File: config.mk
export PLATFORM = sky130hd
export DESIGN_NAME = velocity_safety_mode_filter_top
export DESIGN_NICKNAME = d
export VERILOG_FILES = /design/src/hdl/vsmf_pkg.sv /design/src/hdl/vsmf_fifo.sv /design/src/hdl/vsmf_front.sv /design/src/hdl/vsmf_back.sv /design/src/hdl/velocity_safety_mode_filter_top.sv
export SDC_FILE = /design/constraint.sdc
export NUM_CORES = 2
export LEC_CHECK = 0
export CORE_ASPECT_RATIO = 0.7
export CORE_MARGIN = 1
export CORE_UTILIZATION = 50
export DETAILED_ROUTE_END_ITERATION = 7
export DONT_BUFFER_PORTS = 1
export PLACE_DENSITY = 0.68
export SYNTH_ARGS = -nofsm -noshare
export SYNTH_HDL_FRONTEND = slang
export SYNTH_SLANG_ARGS = --single-unit
File: constraint.sdc
create_clock -name clk -period 10.1 [get_ports clk]
set_input_delay 2.02 -clock clk [delete_from_list [all_inputs] [get_ports clk]]
set_output_delay 2.02 -clock clk [all_outputs]
set_load 0.02 [all_outputs]
File: src/hdl/vsmf_pkg.sv
// Shared types and constants for the velocity safety mode filter.
package vsmf_pkg;

    localparam int TIME_WIDTH = 32;

    localparam int SCALE_W = 16;
    localparam logic [SCALE_W-1:0] FULL_SCALE = 16'd32768;
    localparam logic [23:0] RELEASE_RATE_RST = 24'd8389;

    localparam int MQ_DEPTH = 4;
    localparam int MQ_CW = $clog2(MQ_DEPTH + 1);
    localparam int OQ_DEPTH = 2;

    localparam int CFG_IDX_W = 2;
    localparam int CFG_DATA_W = 24;
    localparam logic [CFG_IDX_W-1:0] REG_MIN_STOP_HOLD = 2'd0;
    localparam logic [CFG_IDX_W-1:0] REG_STOP_CLEAR_HOLD = 2'd1;
    localparam logic [CFG_IDX_W-1:0] REG_SLOW_CLEAR_HOLD = 2'd2;
    localparam logic [CFG_IDX_W-1:0] REG_RELEASE_RATE = 2'd3;

    typedef enum logic [1:0] {
        ACT_PASS   = 2'd0,
        ACT_SLOW   = 2'd1,
        ACT_STOP   = 2'd2,
        ACT_NODATA = 2'd3
    } act_t;

    // classified word handed from front to back
    typedef struct packed {
        act_t               act;
        logic               first;
        logic               backward;
        logic [SCALE_W-1:0] req;
        logic [SCALE_W-1:0] rise;
    } item_t;

    typedef struct packed {
        logic [15:0] min_stop_hold;
        logic [15:0] stop_release_hold;
        logic [15:0] slow_release_hold;
    } hold_cfg_t;

    typedef struct packed {
        logic [1:0]         action;
        logic [SCALE_W-1:0] scale;
        logic               stop;
    } res_t;

endpackage

File: src/hdl/vsmf_fifo.sv
// Small register FIFO used between front and back and on the result side.
module vsmf_fifo #(
    parameter int WIDTH = 8,
    parameter int DEPTH = 4
) (
    input  logic                       clk,
    input  logic                       rst_n,
    input  logic                       wr_en,
    input  logic [WIDTH-1:0]           wdata,
    input  logic                       rd_en,
    output logic [WIDTH-1:0]           rdata,
    output logic [$clog2(DEPTH+1)-1:0] count
);

    localparam int AW = $clog2(DEPTH);
    localparam int CW = $clog2(DEPTH + 1);

    logic [WIDTH-1:0] mem [DEPTH];
    logic [AW-1:0]    wr_ptr_reg;
    logic [AW-1:0]    rd_ptr_reg;
    logic [CW-1:0]    count_reg;

    always_ff @(posedge clk)
    begin
        if (wr_en)
        begin
            mem[wr_ptr_reg] <= wdata;
        end
    end

    always_ff @(posedge clk or negedge rst_n)
    begin
        if (!rst_n)
        begin
            wr_ptr_reg <= '0;
            rd_ptr_reg <= '0;
            count_reg  <= '0;
        end
        else
        begin
            if (wr_en)
            begin
                wr_ptr_reg <= (wr_ptr_reg == AW'(DEPTH - 1)) ? '0 : wr_ptr_reg + 1'b1;
            end
            if (rd_en)
            begin
                rd_ptr_reg <= (rd_ptr_reg == AW'(DEPTH - 1)) ? '0 : rd_ptr_reg + 1'b1;
            end
            if (wr_en && !rd_en)
            begin
                count_reg <= count_reg + 1'b1;
            end
            else if (rd_en && !wr_en)
            begin
                count_reg <= count_reg - 1'b1;
            end
        end
    end

    assign rdata = mem[rd_ptr_reg];
    assign count = count_reg;

endmodule

File: src/hdl/vsmf_front.sv
// Front: accepts words, clamps the scale, times the gap and computes the rise.
module vsmf_front #(
    parameter int TIME_WIDTH = vsmf_pkg::TIME_WIDTH
) (
    input  logic                        clk,
    input  logic                        rst_n,
    input  logic                        push,
    output logic                        full,
    input  logic [1:0]                  req_action,
    input  logic signed [16:0]          req_scale,
    input  logic [31:0]                 now_ms,
    input  logic [23:0]                 release_rate,
    input  logic [vsmf_pkg::MQ_CW-1:0]  q_count,
    output logic                        out_valid,
    output vsmf_pkg::item_t             out_item,
    output logic [TIME_WIDTH-1:0]       out_now
);

    localparam int TW = TIME_WIDTH;
    localparam int NW = (TW > 32) ? TW : 32;
    localparam int EW = (TW > 24) ? TW : 24;
    localparam int FW = vsmf_pkg::MQ_CW + 1;

    logic                accept;
    logic [NW-1:0]       now_ext;
    logic [TW-1:0]       now_t;
    logic                backward;
    logic [TW-1:0]       diff;
    logic [EW-1:0]       el_ext;
    logic [15:0]         req_clamped;
    logic [46:0]         prod;
    logic [38:0]         rise_sh;
    logic [15:0]         rise;

    logic                started_reg;
    logic [TW-1:0]       last_reg;

    logic                s1_valid_reg;
    vsmf_pkg::act_t      s1_act_reg;
    logic [15:0]         s1_req_reg;
    logic [TW-1:0]       s1_now_reg;
    logic                s1_first_reg;
    logic                s1_back_reg;
    logic                s1_sat_reg;
    logic [22:0]         s1_el_reg;

    logic                s2_valid_reg;
    vsmf_pkg::item_t     s2_item_reg;
    logic [TW-1:0]       s2_now_reg;

    // credit check: queue words plus words still in the two stages
    assign full = (FW'(q_count) + FW'(s1_valid_reg) + FW'(s2_valid_reg))
                  >= FW'(vsmf_pkg::MQ_DEPTH);
    assign accept = push && !full;

    assign now_ext = NW'(now_ms);
    assign now_t   = now_ext[TW-1:0];
    assign backward = started_reg && (now_t < last_reg);
    assign diff    = now_t - last_reg;
    assign el_ext  = (started_reg && !backward) ? EW'(diff) : '0;

    always_comb
    begin
        if (req_scale[16])
        begin
            req_clamped = '0;
        end
        else if (req_scale[15:0] > vsmf_pkg::FULL_SCALE)
        begin
            req_clamped = vsmf_pkg::FULL_SCALE;
        end
        else
        begin
            req_clamped = req_scale[15:0];
        end
    end

    // Q1.15 units times 256, so drop 8 fraction bits
    assign prod    = 47'(release_rate) * 47'(s1_el_reg);
    assign rise_sh = prod[46:8];

    always_comb
    begin
        if (s1_sat_reg && (release_rate != '0))
        begin
            rise = vsmf_pkg::FULL_SCALE;
        end
        else if (rise_sh > 39'(vsmf_pkg::FULL_SCALE))
        begin
            rise = vsmf_pkg::FULL_SCALE;
        end
        else
        begin
            rise = rise_sh[15:0];
        end
    end

    always_ff @(posedge clk or negedge rst_n)
    begin
        if (!rst_n)
        begin
            started_reg  <= 1'b0;
            last_reg     <= '0;
            s1_valid_reg <= 1'b0;
            s2_valid_reg <= 1'b0;
        end
        else
        begin
            s1_valid_reg <= accept;
            s2_valid_reg <= s1_valid_reg;
            if (accept)
            begin
                started_reg <= 1'b1;
                last_reg    <= now_t;
            end
        end
    end

    always_ff @(posedge clk)
    begin
        if (accept)
        begin
            s1_act_reg   <= vsmf_pkg::act_t'(req_action);
            s1_req_reg   <= req_clamped;
            s1_now_reg   <= now_t;
            s1_first_reg <= !started_reg;
            s1_back_reg  <= backward;
            s1_sat_reg   <= |el_ext[EW-1:23];
            s1_el_reg    <= el_ext[22:0];
        end
        if (s1_valid_reg)
        begin
            s2_item_reg.act      <= s1_act_reg;
            s2_item_reg.first    <= s1_first_reg;
            s2_item_reg.backward <= s1_back_reg;
            s2_item_reg.req      <= s1_req_reg;
            s2_item_reg.rise     <= rise;
            s2_now_reg           <= s1_now_reg;
        end
    end

    assign out_valid = s2_valid_reg;
    assign out_item  = s2_item_reg;
    assign out_now   = s2_now_reg;

endmodule

File: src/hdl/vsmf_back.sv
// Back: mode state machine, hold timers and applied scale, one word a cycle while out_room.
module vsmf_back #(
    parameter int TIME_WIDTH = vsmf_pkg::TIME_WIDTH
) (
    input  logic                  clk,
    input  logic                  rst_n,
    input  logic                  in_valid,
    input  vsmf_pkg::item_t       in_item,
    input  logic [TIME_WIDTH-1:0] in_now,
    input  logic                  out_room,
    input  vsmf_pkg::hold_cfg_t   hold_cfg,
    output logic                  take,
    output vsmf_pkg::res_t        out_res
);

    localparam int TW = TIME_WIDTH;

    typedef enum logic [1:0] {
        MODE_PASS = 2'd0,
        MODE_SLOW = 2'd1,
        MODE_STOP = 2'd2
    } mode_t;

    mode_t               mode_reg, mode_next;
    logic [15:0]         scale_reg, scale_next;
    logic [TW-1:0]       stop_at_reg, stop_at_next;
    logic [TW-1:0]       clear_at_reg, clear_at_next;
    logic                clear_run_reg, clear_run_next;

    logic [15:0]         target;
    logic [16:0]         sum;
    logic [1:0]          shown;

    assign take = in_valid && out_room;

    always_comb
    begin
        mode_next      = mode_reg;
        scale_next     = scale_reg;
        stop_at_next   = stop_at_reg;
        clear_at_next  = clear_at_reg;
        clear_run_next = clear_run_reg;
        target         = '0;
        sum            = '0;

        if (in_item.first)
        begin
            mode_next      = MODE_PASS;
            scale_next     = vsmf_pkg::FULL_SCALE;
            stop_at_next   = in_now;
            clear_at_next  = in_now;
            clear_run_next = 1'b0;
        end
        if (in_item.backward)
        begin
            clear_run_next = 1'b0;
            if (mode_next == MODE_STOP)
            begin
                stop_at_next = in_now;
                scale_next   = '0;
            end
        end

        if (in_item.act == vsmf_pkg::ACT_STOP || in_item.act == vsmf_pkg::ACT_NODATA)
        begin
            if (mode_next != MODE_STOP)
            begin
                stop_at_next = in_now;
            end
            mode_next      = MODE_STOP;
            scale_next     = '0;
            clear_run_next = 1'b0;
        end
        else if (mode_next == MODE_STOP)
        begin
            if (in_item.act == vsmf_pkg::ACT_PASS)
            begin
                if ((in_now - stop_at_next) >= TW'(hold_cfg.min_stop_hold))
                begin
                    if (!clear_run_next)
                    begin
                        clear_at_next  = in_now;
                        clear_run_next = 1'b1;
                    end
                    if ((in_now - clear_at_next) >= TW'(hold_cfg.stop_release_hold))
                    begin
                        mode_next      = MODE_PASS;
                        clear_run_next = 1'b0;
                    end
                end
            end
            else
            begin
                clear_run_next = 1'b0;
            end
        end
        else if (in_item.act == vsmf_pkg::ACT_SLOW)
        begin
            mode_next      = MODE_SLOW;
            clear_run_next = 1'b0;
        end
        else if (mode_next == MODE_SLOW)
        begin
            if (!clear_run_next)
            begin
                clear_at_next  = in_now;
                clear_run_next = 1'b1;
            end
            if ((in_now - clear_at_next) >= TW'(hold_cfg.slow_release_hold))
            begin
                mode_next      = MODE_PASS;
                clear_run_next = 1'b0;
            end
        end
        else
        begin
            mode_next      = MODE_PASS;
            clear_run_next = 1'b0;
        end

        case (mode_next)
            MODE_STOP: target = '0;
            MODE_SLOW: target = (in_item.act == vsmf_pkg::ACT_SLOW) ? in_item.req : scale_next;
            default:   target = vsmf_pkg::FULL_SCALE;
        endcase

        // drop at once, rise by the precomputed step, saturate at target
        if (target <= scale_next)
        begin
            scale_next = target;
        end
        else
        begin
            sum = 17'(scale_next) + 17'(in_item.rise);
            if (sum >= 17'(target))
            begin
                scale_next = target;
            end
            else
            begin
                scale_next = sum[15:0];
            end
        end
    end

    always_ff @(posedge clk or negedge rst_n)
    begin
        if (!rst_n)
        begin
            mode_reg      <= MODE_PASS;
            scale_reg     <= vsmf_pkg::FULL_SCALE;
            stop_at_reg   <= '0;
            clear_at_reg  <= '0;
            clear_run_reg <= 1'b0;
        end
        else if (take)
        begin
            mode_reg      <= mode_next;
            scale_reg     <= scale_next;
            stop_at_reg   <= stop_at_next;
            clear_at_reg  <= clear_at_next;
            clear_run_reg <= clear_run_next;
        end
    end

    // pass below full scale reads as slow
    always_comb
    begin
        shown = mode_next;
        if (mode_next == MODE_PASS && scale_next < vsmf_pkg::FULL_SCALE)
        begin
            shown = MODE_SLOW;
        end
    end

    assign out_res.action = shown;
    assign out_res.scale  = scale_next;
    assign out_res.stop   = (mode_next == MODE_STOP);

endmodule

File: src/hdl/velocity_safety_mode_filter_top.sv
// Top level: config registers, front, word queue, back and result queue.
// A result word passes the front stages, word queue and back into the result queue.
// Throughput: one word per cycle while the queues have room; front stages are gap
// timing and the rise multiply, the back updates mode, timers and scale together.
// Reset (rst_n low, async): mode pass, scale full, timers and queues cleared,
// release_rate 8389 and all hold times 0.
module velocity_safety_mode_filter_top #(
    parameter int TIME_WIDTH = vsmf_pkg::TIME_WIDTH
) (
    input  logic                              clk,
    input  logic                              rst_n,
    input  logic                              push,
    output logic                              full,
    input  logic [1:0]                        req_action,
    input  logic signed [16:0]                req_scale,
    input  logic [31:0]                       now_ms,
    output logic                              empty,
    input  logic                              pop,
    output logic [1:0]                        shown_action,
    output logic [15:0]                       applied_scale,
    output logic                              stop_active,
    input  logic                              cfg_wr_en,
    input  logic [vsmf_pkg::CFG_IDX_W-1:0]    cfg_index,
    input  logic [vsmf_pkg::CFG_DATA_W-1:0]   cfg_wdata
);

    localparam int ITEM_W = $bits(vsmf_pkg::item_t);
    localparam int MQ_W   = ITEM_W + TIME_WIDTH;
    localparam int RES_W  = $bits(vsmf_pkg::res_t);
    localparam int OQ_CW  = $clog2(vsmf_pkg::OQ_DEPTH + 1);

    vsmf_pkg::hold_cfg_t           hold_cfg_reg;
    logic [23:0]                   release_rate_reg;

    logic                          f_valid;
    vsmf_pkg::item_t               f_item;
    logic [TIME_WIDTH-1:0]         f_now;
    logic [vsmf_pkg::MQ_CW-1:0]    mq_count;
    logic [MQ_W-1:0]               mq_rdata;
    vsmf_pkg::item_t               b_item;
    logic [TIME_WIDTH-1:0]         b_now;
    logic                          b_take;
    logic                          b_room;
    vsmf_pkg::res_t                b_res;
    logic [RES_W-1:0]              oq_rdata;
    vsmf_pkg::res_t                oq_res;
    logic [OQ_CW-1:0]              oq_count;
    logic                          oq_pop;

    always_ff @(posedge clk or negedge rst_n)
    begin
        if (!rst_n)
        begin
            hold_cfg_reg     <= '0;
            release_rate_reg <= vsmf_pkg::RELEASE_RATE_RST;
        end
        else if (cfg_wr_en)
        begin
            case (cfg_index)
                vsmf_pkg::REG_MIN_STOP_HOLD:
                    hold_cfg_reg.min_stop_hold <= cfg_wdata[15:0];
                vsmf_pkg::REG_STOP_CLEAR_HOLD:
                    hold_cfg_reg.stop_release_hold <= cfg_wdata[15:0];
                vsmf_pkg::REG_SLOW_CLEAR_HOLD:
                    hold_cfg_reg.slow_release_hold <= cfg_wdata[15:0];
                vsmf_pkg::REG_RELEASE_RATE:
                    release_rate_reg <= cfg_wdata[23:0];
                default: ;
            endcase
        end
    end

    vsmf_front #(
        .TIME_WIDTH (TIME_WIDTH)
    ) u_front (
        .clk          (clk),
        .rst_n        (rst_n),
        .push         (push),
        .full         (full),
        .req_action   (req_action),
        .req_scale    (req_scale),
        .now_ms       (now_ms),
        .release_rate (release_rate_reg),
        .q_count      (mq_count),
        .out_valid    (f_valid),
        .out_item     (f_item),
        .out_now      (f_now)
    );

    vsmf_fifo #(
        .WIDTH (MQ_W),
        .DEPTH (vsmf_pkg::MQ_DEPTH)
    ) u_mid_q (
        .clk   (clk),
        .rst_n (rst_n),
        .wr_en (f_valid),
        .wdata ({f_item, f_now}),
        .rd_en (b_take),
        .rdata (mq_rdata),
        .count (mq_count)
    );

    assign b_item = vsmf_pkg::item_t'(mq_rdata[MQ_W-1:TIME_WIDTH]);
    assign b_now  = mq_rdata[TIME_WIDTH-1:0];

    assign oq_pop = pop && !empty;
    assign b_room = (oq_count != OQ_CW'(vsmf_pkg::OQ_DEPTH)) || oq_pop;

    vsmf_back #(
        .TIME_WIDTH (TIME_WIDTH)
    ) u_back (
        .clk      (clk),
        .rst_n    (rst_n),
        .in_valid (mq_count != '0),
        .in_item  (b_item),
        .in_now   (b_now),
        .out_room (b_room),
        .hold_cfg (hold_cfg_reg),
        .take     (b_take),
        .out_res  (b_res)
    );

    vsmf_fifo #(
        .WIDTH (RES_W),
        .DEPTH (vsmf_pkg::OQ_DEPTH)
    ) u_res_q (
        .clk   (clk),
        .rst_n (rst_n),
        .wr_en (b_take),
        .wdata (b_res),
        .rd_en (oq_pop),
        .rdata (oq_rdata),
        .count (oq_count)
    );

    assign oq_res         = vsmf_pkg::res_t'(oq_rdata);
    assign empty          = (oq_count == '0);
    assign shown_action   = oq_res.action;
    assign applied_scale  = oq_res.scale;
    assign stop_active    = oq_res.stop;

endmodule
==> reports/metrics.cfg <==
[detailed_routing]
dr.pass1.iters = 6
drt_wl_total_mm = 136
detail-route-antenna-nets = 0
post_drt_wl_per_cell_um = 21.7
detail_route.vias_per_cell = 5.79
via_count = 36386
drt_iter0_markers = 3301
drcViolationCount = 0

[synthesis]
synth_area_per_cell_um2 = 10.6
synth_top_area_cell = edfxtp_1
synth_flop_cell = edfxtp_1
yosysWarnings = 0
synth_top_cell_area_share = 0.261
syn_area_um2 = 52100
yosys.cell_count.top_type = nand2_1
ys_async_sr_fraction = 0.307
ys_types = 88
synth_edf_count = 454
seq_area_frac_synth = 0.358
netlist_instances = 4938
synth_seq_cells = 655
synth_common_cells = nand2_1, inv_1, fa_1, edfxtp_1, ha_1
synth_fp_nets = 5832
synth_area_leaders = edfxtp_1, fa_1, dfrtp_1

[cells_and_area]
final_cells = 6287
postLayoutCellArea_um2 = 56300
area_growth_syn_to_layout_pct = 7.90
drive_above_1_share = 0.100
num-nets-final = 5771
largest_register_ffs = 272

[timing]
worstMarginPinSlew_ns = 1.22
skew_ns = 0.0606
slew_headroom = 0.188
fin_crit_sh = 0.959
setup_violations = 0
setup_slack_ns = 0.418
min_period_ns = 9.68
hold_slack_ns = 0.414
slew_violations = 0
hold_violations = 0
max_clock_freq_mhz = 103

[global_route]
grtUsageMet3 = 0.0799
use_met1 = 0.401
grt_use_met2 = 0.371
grt_remaining_overflow = 0
grt_max_degree = 202
antenna_found_initial = 2
gr-usage-all-layers = 0.262
grt_busiest_layer = met1
grt_first_pass_wirelength_mm = 214
grt_pass1_vias = 36210

[setup_path]
endpoint = u_front.out_item[7]
r2r_slack_ns = 0.42
crit_fanout = 24
rr_worst_depth = 27
rr_startpoint = u_front.s1_el_reg[13]
reg2reg_to = u_front.out_item[7]
crit_type = flop to flop
critPathArrivalTime_ns = 10.10
cp-start-kind = flop
cp.required_ns = 10.52
crit_path_start = u_front.s1_el_reg[13]
end_kind = flop

[clock_network]
htreeDepth = 3
cts_buffers = 68
cts_buffer_depth = 3
cts.clk_slew.worst_paths_ns = 0.06
cts.sinks = 655
cts_root_buf = clkbuf_16
clock_latency_ns = 0.67
cts_tree = done

[floorplan]
core_um2 = 103000
dieArea_um2 = 106000
num_rows = 98
start_util = 0.507
die_h_um = 272
die_x_um = 388
io_pins = 103

[placement]
routabilityCongestion = 0.931
hpwlAfterDp_mm = 102
port-buffer-count = 0
place_area_um2 = 53700
dp_slack_ns = 0.126
dpl.cell_count = 6151

[job]
drv_cap = 0

[worst_hold_path]
hp-class = flop to flop

[status]
status = finished, final reports clean

## metrics by stage
step	util	setup TNS, ns
finish	0.548	0
floorplan	-	0
global placement	0.523	0
global route	0.547	-0.144
CTS	0.546	0
detailed placement	0.523	0
## per-layer routing
metal,wire length (um),vias up
met4,2130,0
met1,63200,18177
met2,55900,1486
met5,0,-
met3,15000,133
li1,-,16590
## area by class of cell
class / instances / area (um^2)
Inverter: 686 / 2570
Clock inverter: 46 / 579
Antenna cell: 5 / 12.5
Clock buffer: 79 / 1760
Sequential cell: 655 / 18700
Timing Repair Buffer: 105 / 846
Multi-Input combinational cell: 3361 / 30100
Tap cell: 1350 / 1690
Fill cell: 8827 / 46500
## kinds of logic (layout without fill, tap and decap cells)
kind of cell / count (synthesis) / in the layout / share of synthesized area
DFF: 655 / 655 / 0.358
muxes: 265 / 265 / 0.0708
buffers and inverters: 922 / 916 / 0.0675
and+or+nand+nor: 1335 / 1335 / 0.118
xor gates and xnor gates: 123 / 123 / 0.0208
AOI/OAI and AO/OA: 817 / 817 / 0.102
other: 0 / 5 / 0
adders and majority gates: 821 / 821 / 0.263
## worst max-delay path: stages (launching register included)
cell and delay, ns:
edfxtp_1 1.15, nand2_1 0.16, fa_1 0.54, inv_1 0.05
fa_1 0.50, inv_1 0.06, fa_1 0.49, inv_1 0.05
fa_1 0.55, inv_1 0.05, fa_1 0.50, fa_1 0.52
inv_1 0.06, fa_1 0.45, ha_1 0.36, a21oi_1 0.23
o21ai_0 0.22, a2111oi_1 0.60, o21bai_1 0.17, a21oi_1 0.17
o21ai_0 0.17, a221oi_1 0.45, o311ai_1 0.24, a311o_1 0.40
nor2_1 0.09, nand4_1 0.42, buf_4 0.38, nor3_1 0.38
## repair_timing
item,CTS,global route
hold buffers,0,0
setup buffers,0,6
gates resized for setup,0,26
endpoints found under the setup margin,0,68
hold endpoints to repair,0,0
## cell usage in the layout, fill, tap and decap left out, types with 33 or more instances in the layout
master       n
nand2_1    697
inv_1      686
fa_1       461
edfxtp_1   454
ha_1       349
and2_1     199
o21ai_0    193
dfrtp_1    187
a21oi_1    185
nor2_1     153
mux2_2     140
buf_4       96
a21o_1      90
xnor2_1     80
mux4_2      69
clkbuf_16   68
nor3_1      56
mux2i_1     55
a31oi_1     50
o211ai_1    46
nand3_1     42
xor2_1      42
nand4_1     42
o21a_1      37
a22o_1      33
## worst min-delay path by stage
stage / depth (start not counted) / end / start
6_report: 0 / u_front.out_now[23] / u_front.s1_now_reg[23]
5_1_grt: 0 / u_front.out_item[23] / u_front.s1_req_reg[7]
4_1_cts: 0 / u_front.out_item[22] / u_front.s1_req_reg[6]
3_5_place_dp: 0 / u_front.out_item[22] / u_front.s1_req_reg[6]
3_3_place_gp: 0 / u_front.out_now[1] / u_front.s1_now_reg[1]
2_1_floorplan: 0 / u_front.out_item[16] / u_front.s1_req_reg[0]
Power is left out: the tool's default activity adds up to more than one toggle a clock period on the data nets, which glitch-free logic cannot reach.
